===== config.mk =====
export PLATFORM = sky130hd
export DESIGN_NAME = y_plane_crossing_time_selector_core
export DESIGN_NICKNAME = d
export VERILOG_FILES = /design/src/hdl/yptcs_pkg.sv /design/src/hdl/yptcs_queue.sv /design/src/hdl/yptcs_front.sv /design/src/hdl/yptcs_back.sv /design/src/hdl/y_plane_crossing_time_selector_core.sv
export SDC_FILE = /design/constraint.sdc
export NUM_CORES = 2
export LEC_CHECK = 0
export ABC_AREA = 1
export BUFFER_PORTS_ARGS = -buffer_cell sky130_fd_sc_hd__buf_2
export CORE_MARGIN = 2
export CORE_UTILIZATION = 40
export CTS_CLUSTER_DIAMETER = 40
export DETAILED_ROUTE_END_ITERATION = 10
export PLACE_DENSITY = 0.64
export SETUP_SLACK_MARGIN = 0.15
export SLEW_MARGIN = 10
export SYNTH_ARGS = -nofsm -noshare
export SYNTH_HDL_FRONTEND = slang
export SYNTH_SLANG_ARGS = --single-unit

===== constraint.sdc =====
create_clock -name clk -period 24.5 [get_ports clk]
set_clock_uncertainty 0.05 [all_clocks]
set_input_delay 2.45 -clock clk [delete_from_list [all_inputs] [get_ports clk]]
set_output_delay 2.45 -clock clk [all_outputs]
set_load 0.01 [all_outputs]

===== src/hdl/yptcs_pkg.sv =====
// shared constants for the y-plane crossing time selector
`default_nettype none
package yptcs_pkg;
    localparam int CFG_IDX_BITS = 2;
    localparam logic [CFG_IDX_BITS-1:0] REG_CENTER_X = 2'd0;
    localparam logic [CFG_IDX_BITS-1:0] REG_CENTER_Z = 2'd1;
    localparam logic [CFG_IDX_BITS-1:0] REG_WIDTH    = 2'd2;
    localparam logic [CFG_IDX_BITS-1:0] REG_LENGTH   = 2'd3;
    localparam int REG_WIDTH_RESET  = 2560;
    localparam int REG_LENGTH_RESET = 25600;

    typedef enum logic [1:0] {
        OP_X = 2'd0,
        OP_Z = 2'd1,
        OP_T = 2'd2
    } op_t;

    typedef enum logic [4:0] {
        S_IDLE = 5'b00001,
        S_LOAD = 5'b00010,
        S_RUN  = 5'b00100,
        S_TEST = 5'b01000,
        S_PUSH = 5'b10000
    } back_state_t;
endpackage
`default_nettype wire


===== src/hdl/yptcs_queue.sv =====
// two-entry queue between pipeline parts
`default_nettype none
module yptcs_queue #(
    parameter int W = 8
) (
    input  wire logic         clk,
    input  wire logic         rst_n,
    input  wire logic         wr_en,
    input  wire logic [W-1:0] wr_data,
    output logic              full,
    input  wire logic         rd_en,
    output logic [W-1:0]      rd_data,
    output logic              empty
);
    logic [W-1:0] mem [2];
    logic [1:0] cnt_reg, cnt_next;
    logic wr_ptr_reg, rd_ptr_reg;
    logic do_wr, do_rd;

    assign full    = (cnt_reg == 2'd2);
    assign empty   = (cnt_reg == 2'd0);
    assign do_wr   = wr_en && !full;
    assign do_rd   = rd_en && !empty;
    assign rd_data = mem[rd_ptr_reg];

    always_comb
    begin
        cnt_next = cnt_reg;
        if (do_wr && !do_rd)
        begin
            cnt_next = cnt_reg + 2'd1;
        end
        else if (do_rd && !do_wr)
        begin
            cnt_next = cnt_reg - 2'd1;
        end
    end

    always_ff @(posedge clk or negedge rst_n)
    begin
        if (!rst_n)
        begin
            cnt_reg    <= 2'd0;
            wr_ptr_reg <= 1'b0;
            rd_ptr_reg <= 1'b0;
        end
        else
        begin
            cnt_reg <= cnt_next;
            if (do_wr)
            begin
                wr_ptr_reg <= !wr_ptr_reg;
            end
            if (do_rd)
            begin
                rd_ptr_reg <= !rd_ptr_reg;
            end
        end
    end

    always_ff @(posedge clk)
    begin
        if (do_wr)
        begin
            mem[wr_ptr_reg] <= wr_data;
        end
    end
endmodule
`default_nettype wire


===== src/hdl/yptcs_front.sv =====
// per-hit sign tracking and event record builder
`default_nettype none
module yptcs_front #(
    parameter int P = 20,
    parameter int T = 24,
    parameter int RW = 1 + 2 * (3 * P + T)
) (
    input  wire logic          clk,
    input  wire logic          rst_n,
    input  wire logic          hit_valid,
    input  wire logic [P-1:0]  hit_x,
    input  wire logic [P-1:0]  hit_y,
    input  wire logic [P-1:0]  hit_z,
    input  wire logic [T-1:0]  hit_time,
    input  wire logic          last_hit,
    output logic               rec_push,
    output logic [RW-1:0]      rec_data
);
    logic [P-1:0] prev_x_reg, prev_y_reg, prev_z_reg;
    logic [T-1:0] prev_t_reg;
    logic [P-1:0] pair_x_reg, pair_y_reg, pair_z_reg;
    logic [T-1:0] pair_t_reg;
    logic have_prev_reg, latched_reg;

    logic [P-1:0] prev_x_next, prev_y_next, prev_z_next;
    logic [T-1:0] prev_t_next;
    logic [P-1:0] pair_x_next, pair_y_next, pair_z_next;
    logic [T-1:0] pair_t_next;
    logic have_prev_next, latched_next;
    logic y_pos, y_neg, py_pos, py_neg, opposite;

    assign y_neg    = hit_y[P-1];
    assign y_pos    = !hit_y[P-1] && (hit_y != '0);
    assign py_neg   = prev_y_reg[P-1];
    assign py_pos   = !prev_y_reg[P-1] && (prev_y_reg != '0);
    assign opposite = (y_pos && py_neg) || (y_neg && py_pos);

    always_comb
    begin
        prev_x_next = prev_x_reg;
        prev_y_next = prev_y_reg;
        prev_z_next = prev_z_reg;
        prev_t_next = prev_t_reg;
        pair_x_next = pair_x_reg;
        pair_y_next = pair_y_reg;
        pair_z_next = pair_z_reg;
        pair_t_next = pair_t_reg;
        have_prev_next = have_prev_reg;
        latched_next = latched_reg;
        if (!latched_reg)
        begin
            if (have_prev_reg && opposite)
            begin
                pair_x_next = hit_x;
                pair_y_next = hit_y;
                pair_z_next = hit_z;
                pair_t_next = hit_time;
                latched_next = 1'b1;
            end
            else
            begin
                prev_x_next = hit_x;
                prev_y_next = hit_y;
                prev_z_next = hit_z;
                prev_t_next = hit_time;
                have_prev_next = 1'b1;
            end
        end
    end

    assign rec_push = hit_valid && last_hit;
    assign rec_data = {latched_next, prev_x_next, prev_y_next, prev_z_next, prev_t_next,
                       pair_x_next, pair_y_next, pair_z_next, pair_t_next};

    always_ff @(posedge clk or negedge rst_n)
    begin
        if (!rst_n)
        begin
            have_prev_reg <= 1'b0;
            latched_reg   <= 1'b0;
            prev_x_reg    <= '0;
            prev_y_reg    <= '0;
            prev_z_reg    <= '0;
            prev_t_reg    <= '0;
        end
        else if (hit_valid)
        begin
            have_prev_reg <= last_hit ? 1'b0 : have_prev_next;
            latched_reg   <= last_hit ? 1'b0 : latched_next;
            prev_x_reg    <= prev_x_next;
            prev_y_reg    <= prev_y_next;
            prev_z_reg    <= prev_z_next;
            prev_t_reg    <= prev_t_next;
        end
    end

    always_ff @(posedge clk)
    begin
        if (hit_valid)
        begin
            pair_x_reg <= pair_x_next;
            pair_y_reg <= pair_y_next;
            pair_z_reg <= pair_z_next;
            pair_t_reg <= pair_t_next;
        end
    end
endmodule
`default_nettype wire


===== src/hdl/yptcs_back.sv =====
// per-event crossing solver with a shared serial multiply-divide unit
`default_nettype none
module yptcs_back #(
    parameter int P = 20,
    parameter int T = 24,
    parameter int RW = 1 + 2 * (3 * P + T),
    parameter int OW = 2 + T + 2 * P
) (
    input  wire logic                              clk,
    input  wire logic                              rst_n,
    input  wire logic                              cfg_we,
    input  wire logic [yptcs_pkg::CFG_IDX_BITS-1:0] cfg_index,
    input  wire logic [P-1:0]                      cfg_data,
    input  wire logic                              rec_empty,
    input  wire logic [RW-1:0]                     rec_data,
    output logic                                   rec_pop,
    input  wire logic                              res_full,
    output logic                                   res_push,
    output logic [OW-1:0]                          res_data
);
    localparam int W   = ((P > T) ? P : T) + 1;
    localparam int CNW = $clog2(W);
    localparam int R   = P + 3;
    localparam int CW  = P + 3;
    localparam int EW  = CW + 1;
    localparam logic [CNW-1:0] LAST_STEP = CNW'(W - 1);

    yptcs_pkg::back_state_t state_reg, state_next;
    yptcs_pkg::op_t op_reg;

    logic signed [P-1:0] cen_x_reg, cen_z_reg;
    logic [P-2:0] width_reg, length_reg;

    logic [P-1:0] px_reg, py_reg, pz_reg, qx_reg, qy_reg, qz_reg;
    logic [T-1:0] pt_reg, qt_reg;
    logic found_reg;

    logic signed [P-1:0] bx_reg, bz_reg;
    logic signed [T-1:0] te_reg;
    logic by_neg_reg, dy_neg_reg, dx_neg_reg, dz_neg_reg;
    logic [P-1:0] a_reg;
    logic [P:0] c_reg;
    logic [W-1:0] dx_mag_reg, dz_mag_reg, dtime_reg;

    logic [W-1:0] b_reg;
    logic [R-1:0] r_reg;
    logic [W-1:0] q_reg;
    logic [CNW-1:0] cnt_reg;

    logic signed [CW-1:0] cx_reg, cz_reg;
    logic sel_reg;
    logic signed [T-1:0] dt_reg;

    // load stage values
    logic late_first;
    logic signed [P:0] dx_w, dz_w, dy_w;
    logic signed [T:0] tdiff;
    logic signed [P-1:0] by_w;

    assign late_first = $signed(pt_reg) > $signed(qt_reg);
    assign by_w  = late_first ? $signed(qy_reg) : $signed(py_reg);
    assign dx_w  = $signed({qx_reg[P-1], qx_reg}) - $signed({px_reg[P-1], px_reg});
    assign dz_w  = $signed({qz_reg[P-1], qz_reg}) - $signed({pz_reg[P-1], pz_reg});
    assign dy_w  = $signed({qy_reg[P-1], qy_reg}) - $signed({py_reg[P-1], py_reg});
    assign tdiff = late_first
                 ? $signed({pt_reg[T-1], pt_reg}) - $signed({qt_reg[T-1], qt_reg})
                 : $signed({qt_reg[T-1], qt_reg}) - $signed({pt_reg[T-1], pt_reg});

    // one step: acc = 2*acc + bit*a, kept as q*c + r with r < c
    logic [R-1:0] r_dbl, c2, c1;
    logic [R-1:0] r_step;
    logic [1:0] q_inc;
    logic [W-1:0] q_step;

    assign c1    = R'(c_reg);
    assign c2    = R'({c_reg, 1'b0});
    assign r_dbl = {r_reg[R-2:0], 1'b0} + (b_reg[W-1] ? R'(a_reg) : '0);

    always_comb
    begin
        priority if (r_dbl >= c2)
        begin
            r_step = r_dbl - c2;
            q_inc  = 2'd2;
        end
        else if (r_dbl >= c1)
        begin
            r_step = r_dbl - c1;
            q_inc  = 2'd1;
        end
        else
        begin
            r_step = r_dbl;
            q_inc  = 2'd0;
        end
    end

    assign q_step = {q_reg[W-2:0], 1'b0} + W'(q_inc);

    // coordinate from quotient
    logic signed [CW-1:0] q_signed, base_sel, coord;
    logic coord_neg;
    assign q_signed  = $signed({1'b0, q_step[CW-2:0]});
    assign base_sel  = (op_reg == yptcs_pkg::OP_X)
                     ? CW'(bx_reg) : CW'(bz_reg);
    assign coord_neg = !(by_neg_reg ^ dy_neg_reg ^
                         ((op_reg == yptcs_pkg::OP_X) ? dx_neg_reg : dz_neg_reg));
    assign coord     = coord_neg ? base_sel - q_signed : base_sel + q_signed;

    // time sum and saturation
    logic signed [T+1:0] tsum;
    logic signed [T-1:0] tsat;
    localparam logic signed [T-1:0] T_MAX = {1'b0, {(T-1){1'b1}}};
    localparam logic signed [T-1:0] T_MIN = {1'b1, {(T-1){1'b0}}};
    assign tsum = (T+2)'(te_reg) + $signed({1'b0, q_step[T:0]});
    always_comb
    begin
        if (!tsum[T+1] && (tsum[T:T-1] != 2'b00))
        begin
            tsat = T_MAX;
        end
        else if (tsum[T+1] && (tsum[T:T-1] != 2'b11))
        begin
            tsat = T_MIN;
        end
        else
        begin
            tsat = tsum[T-1:0];
        end
    end

    // region test on unsaturated crossing
    logic signed [EW-1:0] ex, ez;
    logic [EW-1:0] ex_mag, ez_mag;
    logic in_region;
    assign ex     = EW'(cx_reg) - EW'(cen_x_reg);
    assign ez     = EW'(cz_reg) - EW'(cen_z_reg);
    assign ex_mag = ex[EW-1] ? -ex : ex;
    assign ez_mag = ez[EW-1] ? -ez : ez;
    assign in_region = ({ex_mag, 1'b0} < (EW+1)'(width_reg)) &&
                       ({ez_mag, 1'b0} < (EW+1)'(length_reg));

    // output saturation of coordinates
    localparam logic [P-1:0] P_MAX = {1'b0, {(P-1){1'b1}}};
    localparam logic [P-1:0] P_MIN = {1'b1, {(P-1){1'b0}}};
    function automatic logic [P-1:0] sat_pos(input logic [CW-1:0] v);
        logic [P-1:0] res;
        if (!v[CW-1] && (v[CW-2:P-1] != '0))
        begin
            res = P_MAX;
        end
        else if (v[CW-1] && (v[CW-2:P-1] != '1))
        begin
            res = P_MIN;
        end
        else
        begin
            res = v[P-1:0];
        end
        return res;
    endfunction

    assign res_data = {sel_reg, found_reg, dt_reg,
                       found_reg ? sat_pos(cx_reg) : P'(0),
                       found_reg ? sat_pos(cz_reg) : P'(0)};
    assign res_push = (state_reg == yptcs_pkg::S_PUSH);
    assign rec_pop  = (state_reg == yptcs_pkg::S_IDLE) && !rec_empty;

    always_comb
    begin
        state_next = state_reg;
        unique case (state_reg)
            yptcs_pkg::S_IDLE: if (!rec_empty) state_next = yptcs_pkg::S_LOAD;
            yptcs_pkg::S_LOAD: state_next = found_reg ? yptcs_pkg::S_RUN : yptcs_pkg::S_PUSH;
            yptcs_pkg::S_RUN:
            begin
                if (cnt_reg == LAST_STEP)
                begin
                    unique case (op_reg)
                        yptcs_pkg::OP_X: state_next = yptcs_pkg::S_RUN;
                        yptcs_pkg::OP_Z: state_next = yptcs_pkg::S_TEST;
                        default:         state_next = yptcs_pkg::S_PUSH;
                    endcase
                end
            end
            yptcs_pkg::S_TEST: state_next = in_region ? yptcs_pkg::S_RUN : yptcs_pkg::S_PUSH;
            yptcs_pkg::S_PUSH: if (!res_full) state_next = yptcs_pkg::S_IDLE;
            default:           state_next = yptcs_pkg::S_IDLE;
        endcase
    end

    always_ff @(posedge clk or negedge rst_n)
    begin
        if (!rst_n)
        begin
            state_reg  <= yptcs_pkg::S_IDLE;
            cen_x_reg  <= '0;
            cen_z_reg  <= '0;
            width_reg  <= (P-1)'(yptcs_pkg::REG_WIDTH_RESET);
            length_reg <= (P-1)'(yptcs_pkg::REG_LENGTH_RESET);
        end
        else
        begin
            state_reg <= state_next;
            if (cfg_we)
            begin
                unique case (cfg_index)
                    yptcs_pkg::REG_CENTER_X: cen_x_reg  <= cfg_data;
                    yptcs_pkg::REG_CENTER_Z: cen_z_reg  <= cfg_data;
                    yptcs_pkg::REG_WIDTH:    width_reg  <= cfg_data[P-2:0];
                    default:                 length_reg <= cfg_data[P-2:0];
                endcase
            end
        end
    end

    always_ff @(posedge clk)
    begin
        unique case (state_reg)
            yptcs_pkg::S_IDLE:
            begin
                {found_reg, px_reg, py_reg, pz_reg, pt_reg,
                 qx_reg, qy_reg, qz_reg, qt_reg} <= rec_data;
            end
            yptcs_pkg::S_LOAD:
            begin
                bx_reg     <= late_first ? qx_reg : px_reg;
                bz_reg     <= late_first ? qz_reg : pz_reg;
                te_reg     <= late_first ? qt_reg : pt_reg;
                by_neg_reg <= by_w[P-1];
                a_reg      <= by_w[P-1] ? P'(-by_w) : P'(by_w);
                dy_neg_reg <= dy_w[P];
                c_reg      <= dy_w[P] ? (P+1)'(-dy_w) : (P+1)'(dy_w);
                dx_neg_reg <= dx_w[P];
                dz_neg_reg <= dz_w[P];
                dx_mag_reg <= W'(dx_w[P] ? (P+1)'(-dx_w) : (P+1)'(dx_w));
                dz_mag_reg <= W'(dz_w[P] ? (P+1)'(-dz_w) : (P+1)'(dz_w));
                dtime_reg  <= W'(unsigned'(tdiff));
                b_reg      <= W'(dx_w[P] ? (P+1)'(-dx_w) : (P+1)'(dx_w));
                op_reg     <= yptcs_pkg::OP_X;
                r_reg      <= '0;
                q_reg      <= '0;
                cnt_reg    <= '0;
                sel_reg    <= 1'b0;
                dt_reg     <= '0;
                cx_reg     <= '0;
                cz_reg     <= '0;
            end
            yptcs_pkg::S_RUN:
            begin
                if (cnt_reg == LAST_STEP)
                begin
                    r_reg   <= '0;
                    q_reg   <= '0;
                    cnt_reg <= '0;
                    unique case (op_reg)
                        yptcs_pkg::OP_X:
                        begin
                            cx_reg <= coord;
                            op_reg <= yptcs_pkg::OP_Z;
                            b_reg  <= dz_mag_reg;
                        end
                        yptcs_pkg::OP_Z: cz_reg <= coord;
                        default:         dt_reg <= tsat;
                    endcase
                end
                else
                begin
                    r_reg   <= r_step;
                    q_reg   <= q_step;
                    b_reg   <= {b_reg[W-2:0], 1'b0};
                    cnt_reg <= cnt_reg + CNW'(1);
                end
            end
            yptcs_pkg::S_TEST:
            begin
                sel_reg <= in_region;
                op_reg  <= yptcs_pkg::OP_T;
                b_reg   <= dtime_reg;
            end
            default:
            begin
            end
        endcase
    end

    // remainder stays reduced while the unit runs
    assert property (@(posedge clk) disable iff (!rst_n)
        (state_reg == yptcs_pkg::S_RUN) |-> (R'(c_reg) > r_reg))
        else $error("remainder not reduced");

    // dx magnitude is consumed before it can be changed
    assert property (@(posedge clk) disable iff (!rst_n)
        (state_reg == yptcs_pkg::S_RUN && op_reg == yptcs_pkg::OP_X) |=> $stable(dx_mag_reg))
        else $error("dx magnitude changed during run");

    // a result leaves only when the output queue has room
    assert property (@(posedge clk) disable iff (!rst_n)
        (res_push && res_full) |=> (state_reg == yptcs_pkg::S_PUSH))
        else $error("result dropped on full queue");

    // time is only nonzero when selected
    assert property (@(posedge clk) disable iff (!rst_n)
        (res_push && !sel_reg) |-> (dt_reg == '0))
        else $error("time without selection");
endmodule
`default_nettype wire


===== src/hdl/y_plane_crossing_time_selector_core.sv =====
// top level of the y-plane crossing time selector
`default_nettype none
// Hits stream in through push/full and are classified one per cycle, while
// full is low, by the front part, which tracks the y sign and latches the
// first crossing pair. At each last hit an event record enters a two-entry
// queue; the back part solves the crossing with one shared serial
// multiply-divide unit, running it three times (x, z, then time if the point
// is inside the region), one quotient bit per cycle over
// max(POS_BITS, TIME_BITS)+1 steps. An event without a crossing skips the
// unit. Hits of the next events keep flowing while the back part works until
// two event records wait. Results are held in a two-entry queue read by
// empty/pop. The user must write configuration only when the block is idle;
// the block itself does not enforce it.
module y_plane_crossing_time_selector_core #(
    parameter int POS_BITS  = 20,
    parameter int TIME_BITS = 24
) (
    input  wire logic                               clk,
    input  wire logic                               rst_n,
    input  wire logic                               cfg_we,
    input  wire logic [yptcs_pkg::CFG_IDX_BITS-1:0] cfg_index,
    input  wire logic [POS_BITS-1:0]                cfg_data,
    input  wire logic                               push,
    output logic                                    full,
    input  wire logic [POS_BITS-1:0]                hit_x,
    input  wire logic [POS_BITS-1:0]                hit_y,
    input  wire logic [POS_BITS-1:0]                hit_z,
    input  wire logic [TIME_BITS-1:0]               hit_time,
    input  wire logic                               last_hit,
    output logic                                    empty,
    input  wire logic                               pop,
    output logic                                    selected,
    output logic                                    crossing_found,
    output logic [TIME_BITS-1:0]                    time_offset,
    output logic [POS_BITS-1:0]                     cross_x,
    output logic [POS_BITS-1:0]                     cross_z
);
    localparam int RW = 1 + 2 * (3 * POS_BITS + TIME_BITS);
    localparam int OW = 2 + TIME_BITS + 2 * POS_BITS;

    logic hit_beat;
    logic rec_push, rec_full, rec_pop, rec_empty;
    logic [RW-1:0] rec_wdata, rec_rdata;
    logic res_push, res_full;
    logic [OW-1:0] res_wdata, res_rdata;

    // input beat stalls only when both event slots are taken
    assign full     = rec_full;
    assign hit_beat = push && !rec_full;

    yptcs_front #(.P(POS_BITS), .T(TIME_BITS), .RW(RW)) u_front (
        .clk       (clk),
        .rst_n     (rst_n),
        .hit_valid (hit_beat),
        .hit_x     (hit_x),
        .hit_y     (hit_y),
        .hit_z     (hit_z),
        .hit_time  (hit_time),
        .last_hit  (last_hit),
        .rec_push  (rec_push),
        .rec_data  (rec_wdata)
    );

    // event records between front and back
    yptcs_queue #(.W(RW)) u_rec_q (
        .clk     (clk),
        .rst_n   (rst_n),
        .wr_en   (rec_push),
        .wr_data (rec_wdata),
        .full    (rec_full),
        .rd_en   (rec_pop),
        .rd_data (rec_rdata),
        .empty   (rec_empty)
    );

    yptcs_back #(.P(POS_BITS), .T(TIME_BITS), .RW(RW), .OW(OW)) u_back (
        .clk       (clk),
        .rst_n     (rst_n),
        .cfg_we    (cfg_we),
        .cfg_index (cfg_index),
        .cfg_data  (cfg_data),
        .rec_empty (rec_empty),
        .rec_data  (rec_rdata),
        .rec_pop   (rec_pop),
        .res_full  (res_full),
        .res_push  (res_push),
        .res_data  (res_wdata)
    );

    // finished results wait here for the consumer
    yptcs_queue #(.W(OW)) u_res_q (
        .clk     (clk),
        .rst_n   (rst_n),
        .wr_en   (res_push),
        .wr_data (res_wdata),
        .full    (res_full),
        .rd_en   (pop),
        .rd_data (res_rdata),
        .empty   (empty)
    );

    assign {selected, crossing_found, time_offset, cross_x, cross_z} = res_rdata;
endmodule
`default_nettype wire

# == Yosys cells after proc, flatten, opt, wreduce, memory -nomap -nowiden ==
# Memory sizes are Yosys's and may differ from the RTL's. A register that Yosys moved wholly into a read port is not among the register bits.
# Index checks and enable logic that the tools add are counted.
# totals
memories,2
mem_bits_rw,470
ff_bits,565
wordCells,256
# classes
reduce_logical,68
n_addsub,25
bitwise_logic,3
n_eq_ne,23
n_lt_le_gt_ge,5
muxes,86
# memory_table
memory,depth,word_bits,rd,rd_clocked_by_memory_dff,wr,line,text
u_rec_q.mem,2,169,1,1,1,yptcs_queue.sv:15,logic [W-1:0] mem [2];
u_res_q.mem,2,66,1,0,1,yptcs_queue.sv:15,
# ops
cell,count
20-bit two-way mux,24
24-bit two-way mux,12
23-bit two-way mux,6
25-bit two-way mux,4
24-bit one-hot mux with 2 select lines,2
23-bit one-hot mux with 2 select lines,2
25-bit one-hot mux with 3 select lines,1
22-bit two-way mux,3
21-bit negator,3
20-bit by 20-bit subtractor with 21-bit output,3
25-bit by 19-bit less-than comparator with 1-bit output,2
24-bit by 24-bit subtractor with 25-bit output,2
24-bit negator,2
23-bit by 20-bit subtractor with 24-bit output,2
22-bit one-hot mux with 2 select lines,1
20-bit nonzero test,2
5-bit two-way mux,6
24-bit by 26-bit adder with 26-bit output,1
25-bit by 2-bit adder with 25-bit output,1
5-bit one-hot mux with 5 select lines,1
24-bit > comparator,1
23-bit by 20-bit adder with 23-bit output,1
23-bit adder,1
23-bit by 21-bit >= comparator with 1-bit output,1
37 further kinds,126

# == Longest topological paths before layout ==
# logic_depth
word_depth,14
depth_mapped,52
mapped_depth_nobuf,50

# == By module ==
# From an unflattened synthesis, not the netlist that was laid out.
# unflattened
hier_cells,7247
area_unflattened_um2,65720.5
# modules_own_cells
module,instances,area_per_inst_um2,cells_each
yptcs_back,1,39865.7,4987
yptcs_queue (u_rec_q),1,12543.3,914
yptcs_front,1,8254.2,967
yptcs_queue (u_res_q),1,5047.3,377
y_plane_crossing_time_selector_core,1,10.0,2

# == Worst setup path before layout ==
# Ideal clock, no wire load.
# synth_timing
kind,register to register
from,reg u_back.state_reg[1]
to,reg u_rec_q.cnt_reg[1]
synth_period_minus_slack_ns,19.441
t_arrival_ns,19.260
setup_slack_ns,5.059
t_required_ns,24.319
path_buffers,0
stages_incl_launch_ff,12
path_cell_list,dfrtp_1 -> nor4_1 -> inv_1 -> nor3_1 -> nor2_1 -> inv_1 -> nor2_1 -> inv_1 -> ha_1 -> a21oi_1 -> o21ai_0 -> xor2_1
# synth_between
elab_chain_cells,6
word_cells_on_any_way,8
cone_classes,eq/ne: 1; mux: 1; reduce/logical: 6
# synth_rtl
element,line,text
from (decl),yptcs_back.sv:28,"yptcs_pkg::back_state_t state_reg, state_next;"
from (signal assigned),yptcs_back.sv:196,state_reg <= yptcs_pkg::S_IDLE;
from (signal assigned),yptcs_back.sv:204,state_reg <= state_next;
5-bit by 1-bit == test with 1-bit output *,yptcs_back.sv:167,assign rec_pop = (state_reg == yptcs_pkg::S_IDLE) && !rec_empty;
1-bit logical AND *,yptcs_back.sv:167,
1-bit logical AND *,yptcs_queue.sv:23,assign do_rd = rd_en && !empty;
1-bit zero test,yptcs_queue.sv:29,if (do_wr && !do_rd)
1-bit logical AND,yptcs_queue.sv:29,
2-bit two-way mux / 2-bit nonzero test (equally long branches),--,
to (signal assigned),yptcs_queue.sv:49,cnt_reg <= cnt_next;
to (decl),yptcs_queue.sv:16,"logic [1:0] cnt_reg, cnt_next;"
# Mark *: on every way between the ends. The rest lies on a longest branch, timed or not.
# A chain may end at the register's enable or synchronous reset.

# == Worst setup path in the final report ==
# layout_timing
from,reg u_back.b_reg[24]
to,"reg u_back.dt_reg[18], data pin"
# layout_between
elab_chain_cells,14
word_cells_on_any_way,18
cone_classes,add/sub: 3; order compare: 2; eq/ne: 1; mux: 8; reduce/logical: 4
# layout_rtl
element,line,text
from (decl),yptcs_back.sv:45,logic [W-1:0] b_reg;
from (signal assigned),yptcs_back.sv:239,b_reg <= W'(dx_w[P] ? (P+1)'(-dx_w) : (P+1)'(dx_w));
from (signal assigned),yptcs_back.sv:261,b_reg <= dz_mag_reg;
from (signal assigned),yptcs_back.sv:271,"b_reg <= {b_reg[W-2:0], 1'b0};"
20-bit two-way mux *,yptcs_back.sv:77,"assign r_dbl = {r_reg[R-2:0], 1'b0} + (b_reg[W-1] ? R'(a_reg) : '0);"
23-bit by 20-bit adder with 23-bit output *,yptcs_back.sv:77,
23-bit by 21-bit >= comparator with 1-bit output,yptcs_back.sv:86,else if (r_dbl >= c1)
1-bit two-way mux,yptcs_back.sv:86,
2-bit two-way mux *,yptcs_back.sv:81,priority if (r_dbl >= c2)
25-bit by 2-bit adder with 25-bit output *,yptcs_back.sv:98,"assign q_step = {q_reg[W-2:0], 1'b0} + W'(q_inc);"
named net u_back.q_step[22],yptcs_back.sv:73,logic [W-1:0] q_step;
24-bit by 26-bit adder with 26-bit output *,yptcs_back.sv:115,"assign tsum = (T+2)'(te_reg) + $signed({1'b0, q_step[T:0]});"
2-bit != test,yptcs_back.sv:122,else if (tsum[T+1] && (tsum[T:T-1] != 2'b11))
1-bit logical AND,yptcs_back.sv:122,
24-bit two-way mux,yptcs_back.sv:122,
24-bit two-way mux *,yptcs_back.sv:118,if (!tsum[T+1] && (tsum[T:T-1] != 2'b00))
24-bit two-way mux *,yptcs_back.sv:256,unique case (op_reg)
24-bit two-way mux *,yptcs_back.sv:251,if (cnt_reg == LAST_STEP)
24-bit one-hot mux with 2 select lines *,yptcs_back.sv:219,unique case (state_reg)
to (signal assigned),yptcs_back.sv:264,default: dt_reg <= tsat;
to (decl),yptcs_back.sv:52,logic signed [T-1:0] dt_reg;
# The timed path passes the listed nets; every way through them passes the cells marked *. The select of a mux whose other input is x is not followed.

==> results.py <==
metrics = {
    "die": {
        "coreArea_sq_um": 160900,
        "die_x_microns": 407.0,
        "ioPinCount": 180,
        "die_area_sq_um": 165600,
        "die_h_microns": 407.0,
        "start_util": 0.4036,
        "num_rows": 147,
    },
    "clock_network": {
        "clk_pin_slew_ns": 0.05,
        "cts-root-buf": "clkbuf_16",
        "cts_buffers": 178,
        "cts_buffer_depth": 3,
        "cts_sinks": 1204,
        "tritoncts": "done",
        "clkLatencyLatePin_ns": 0.83,
        "ctsResizeCount": 0,
        "cts_hold_buf": 0,
        "htreeDepth": 4,
        "cts_setup_buffers": 0,
    },
    "synth": {
        "synth.area.top_cells": "edfxtp_1, nand2_1, dfrtp_1, ha_1, inv_1",
        "ys_async_sr_fraction": 0.1470,
        "syn_avg_cell_area_sq_um": 9.112,
        "synth_area_sq_um": 64960,
        "synth_flop_cell": "edfxtp_1",
        "synth_nets": 7564,
        "yosysSeqAreaShare": 0.5430,
        "synth_cell_type_count": 75,
        "synth_top_area_cell": "edfxtp_1",
        "ys_seq_elements": 1204,
        "yosys.area.top_type_share": 0.4747,
        "synthCells": 7129,
        "synth_warnings": 0,
        "synth_edf_count": 1027,
    },
    "worst_hold_path": {
        "worstHoldPathType": "reg2reg",
        "hold_depth": 0,
    },
    "grt": {
        "gr-total-overflow": 0,
        "grt_util_all_layers": 0.2091,
        "grt_pass1_vias": 46441,
        "antenna_found_initial": 4,
        "grt_max_degree": 131,
        "grt_pass1_wl_microns": 267700,
    },
    "detailed_routing": {
        "drc_errors": 0,
        "firstDrtPassIters": 6,
        "wire_per_inst_microns": 17.98,
        "totalWireLength_microns": 173600,
        "via_per_inst": 4.995,
        "drtIter0Drc": 4103,
        "via_count": 48218,
        "postRouteAntennaNets": 0,
    },
    "finish": {
        "final_cell_mix": "nand2_1, edfxtp_1, inv_1",
        "biggestRegsByFlops": "u_rec_q.mem (338), u_res_q.mem (132)",
        "largest_reg_flops": 338,
        "top_register": "u_rec_q.mem",
        "layout_commonest_cell": "nand2_1",
        "drive_gt1_frac": 0.08902,
        "nets": 7773,
        "syn_to_final_growth_pct": 14.83,
    },
    "worst_setup_path": {
        "cp-start-kind": "flop",
        "cp.arrival_ns": 10.25,
        "crit_required_ns": 24.93,
        "crit_path_end_kind": "flop",
        "max_stage_delay_ns": 0.73,
        "crit_slowest_cell": "edfxtp_1",
        "ff2ff_path_depth": 45,
        "path_max_fanout": 27,
        "path_class": "reg2reg",
    },
    "placement": {
        "place_hpwl_microns": 128000,
        "portBuffers": 179,
        "gp_congestion": 0.9239,
    },
    "timing": {
        "final_hold_viol_count": 0,
        "tns_ns": 0,
        "tightest_slew_ns": 1.166,
        "max_freq_ghz": 0.1018,
        "rsz0062_at_grt": "no",
        "setup_viol": 0,
        "finalCritPeriodShare": 0.4008,
        "slew-limit-headroom": 0.2216,
        "min_period_ns": 9.819,
        "drv_slew": 0,
    },
    "job": {
        "drv_cap": 0,
    },
    "status": {
        "outcome": "finished clean",
    },
}
## synth_stat cells (8+ instances only)
| library cell | instances |
|---|---|
| nand2_1 | 2224 |
| edfxtp_1 | 1027 |
| inv_1 | 895 |
| o21ai_0 | 601 |
| nor2_1 | 369 |
| a21oi_1 | 349 |
| ha_1 | 311 |
| nand3_1 | 209 |
| xor2_1 | 208 |
| dfrtp_1 | 171 |
| clkbuf_1 | 157 |
| xnor2_1 | 76 |
| nand4_1 | 71 |
| nor3_1 | 51 |
| o211ai_1 | 25 |
| o21ai_1 | 25 |
| buf_2 | 23 |
| a21o_1 | 21 |
| inv_2 | 19 |
| nand2_2 | 19 |
| nor4_1 | 19 |
| nand3b_1 | 18 |
| nor2_2 | 18 |
| o21ai_2 | 17 |
| o21bai_1 | 17 |
| a221oi_1 | 15 |
| a31oi_1 | 14 |
| fa_1 | 12 |
| o31ai_1 | 11 |
| a21boi_0 | 9 |
| mux2i_1 | 9 |
| nor2_4 | 8 |
| or2_2 | 8 |
## metrics by stage
| step | worst slack, ns | cells | cell area (sq um) | utilization | hold slack, ns |
|---|---|---|---|---|---|
| after floorplan | 5.059 | 7129 | 64960 | - | 0.3715 |
| after global placement | 14.85 | 9317 | 68200 | 0.4238 | 0.3883 |
| after detailed placement | 14.60 | 9317 | 68200 | 0.4238 | 0.3798 |
| after CTS | 14.62 | 9652 | 74570 | 0.4634 | 0.3925 |
| after global routing | 13.49 | 9653 | 74590 | 0.4635 | 0.3956 |
| final | 14.68 | 9654 | 74590 | 0.4635 | 0.3927 |
## final cells by class
| class | count | area, sq um |
|---|---|---|
| fillers | 15242 | 86340 |
| well taps | 2160 | 2703 |
| clock inverters | 125 | 1729 |
| inverters | 917 | 3458 |
| flip-flops and latches | 1204 | 35280 |
| multi-input cells | 4815 | 25520 |
| diodes | 1 | 2.502 |
| clock buffers | 210 | 4644 |
| repair buffers | 222 | 1260 |
## cell families after synthesis
logic type                 after synthesis  synth area share
AOI/OAI and AO/OA                     1154           0.09723
xor gates and xnor gates               286           0.03879
adders and majority gates              323           0.06360
buffers and inverters                 1110           0.06531
DFF                                   1204            0.5430
muxes                                    9          0.001387
and+or+nand+nor                       3043            0.1906
## final timing paths
| kind | slack, ns | start | end |
|---|---|---|---|
| worst max-delay path | 14.68 | u_back.b_reg[24] | u_back.dt_reg[18] |
| worst min-delay path | 0.39 | u_back.dt_reg[0] | u_res_q.mem[0][40] |
| worst max register to register | 14.68 | u_back.b_reg[24] | u_back.dt_reg[18] |
| worst min register to register | 0.39 | u_back.dt_reg[0] | u_res_q.mem[0][40] |
| max in group asynchronous | 21.59 | rst_n | u_front.prev_y_reg[15] |
| min in group asynchronous | 1.63 | rst_n | u_back.cen_x_reg[16] |
## layer usage
layer  track usage  vias up  share of wire
met5             0        -              0
met4       0.05913        0          0.025
met3       0.02980      231          0.050
met2        0.3377     1267           0.46
met1        0.2931    22572           0.47
li1              -    24148              -
## critical path: cells and delay by family (launching register included)
kind | cells | cell delay [ns]
AND/OR/NAND/NOR | 24 | 4.29
adder cells (fa/ha/maj) | 5 | 1.56
AO/OA/AOI/OAI | 5 | 1.32
buffers and inverters | 8 | 1.01
flip-flops | 1 | 0.73
XOR/XNOR | 3 | 0.58
Power is left out: the tool's default activity adds up to more than one toggle a clock period on the data nets, which glitch-free logic cannot reach.
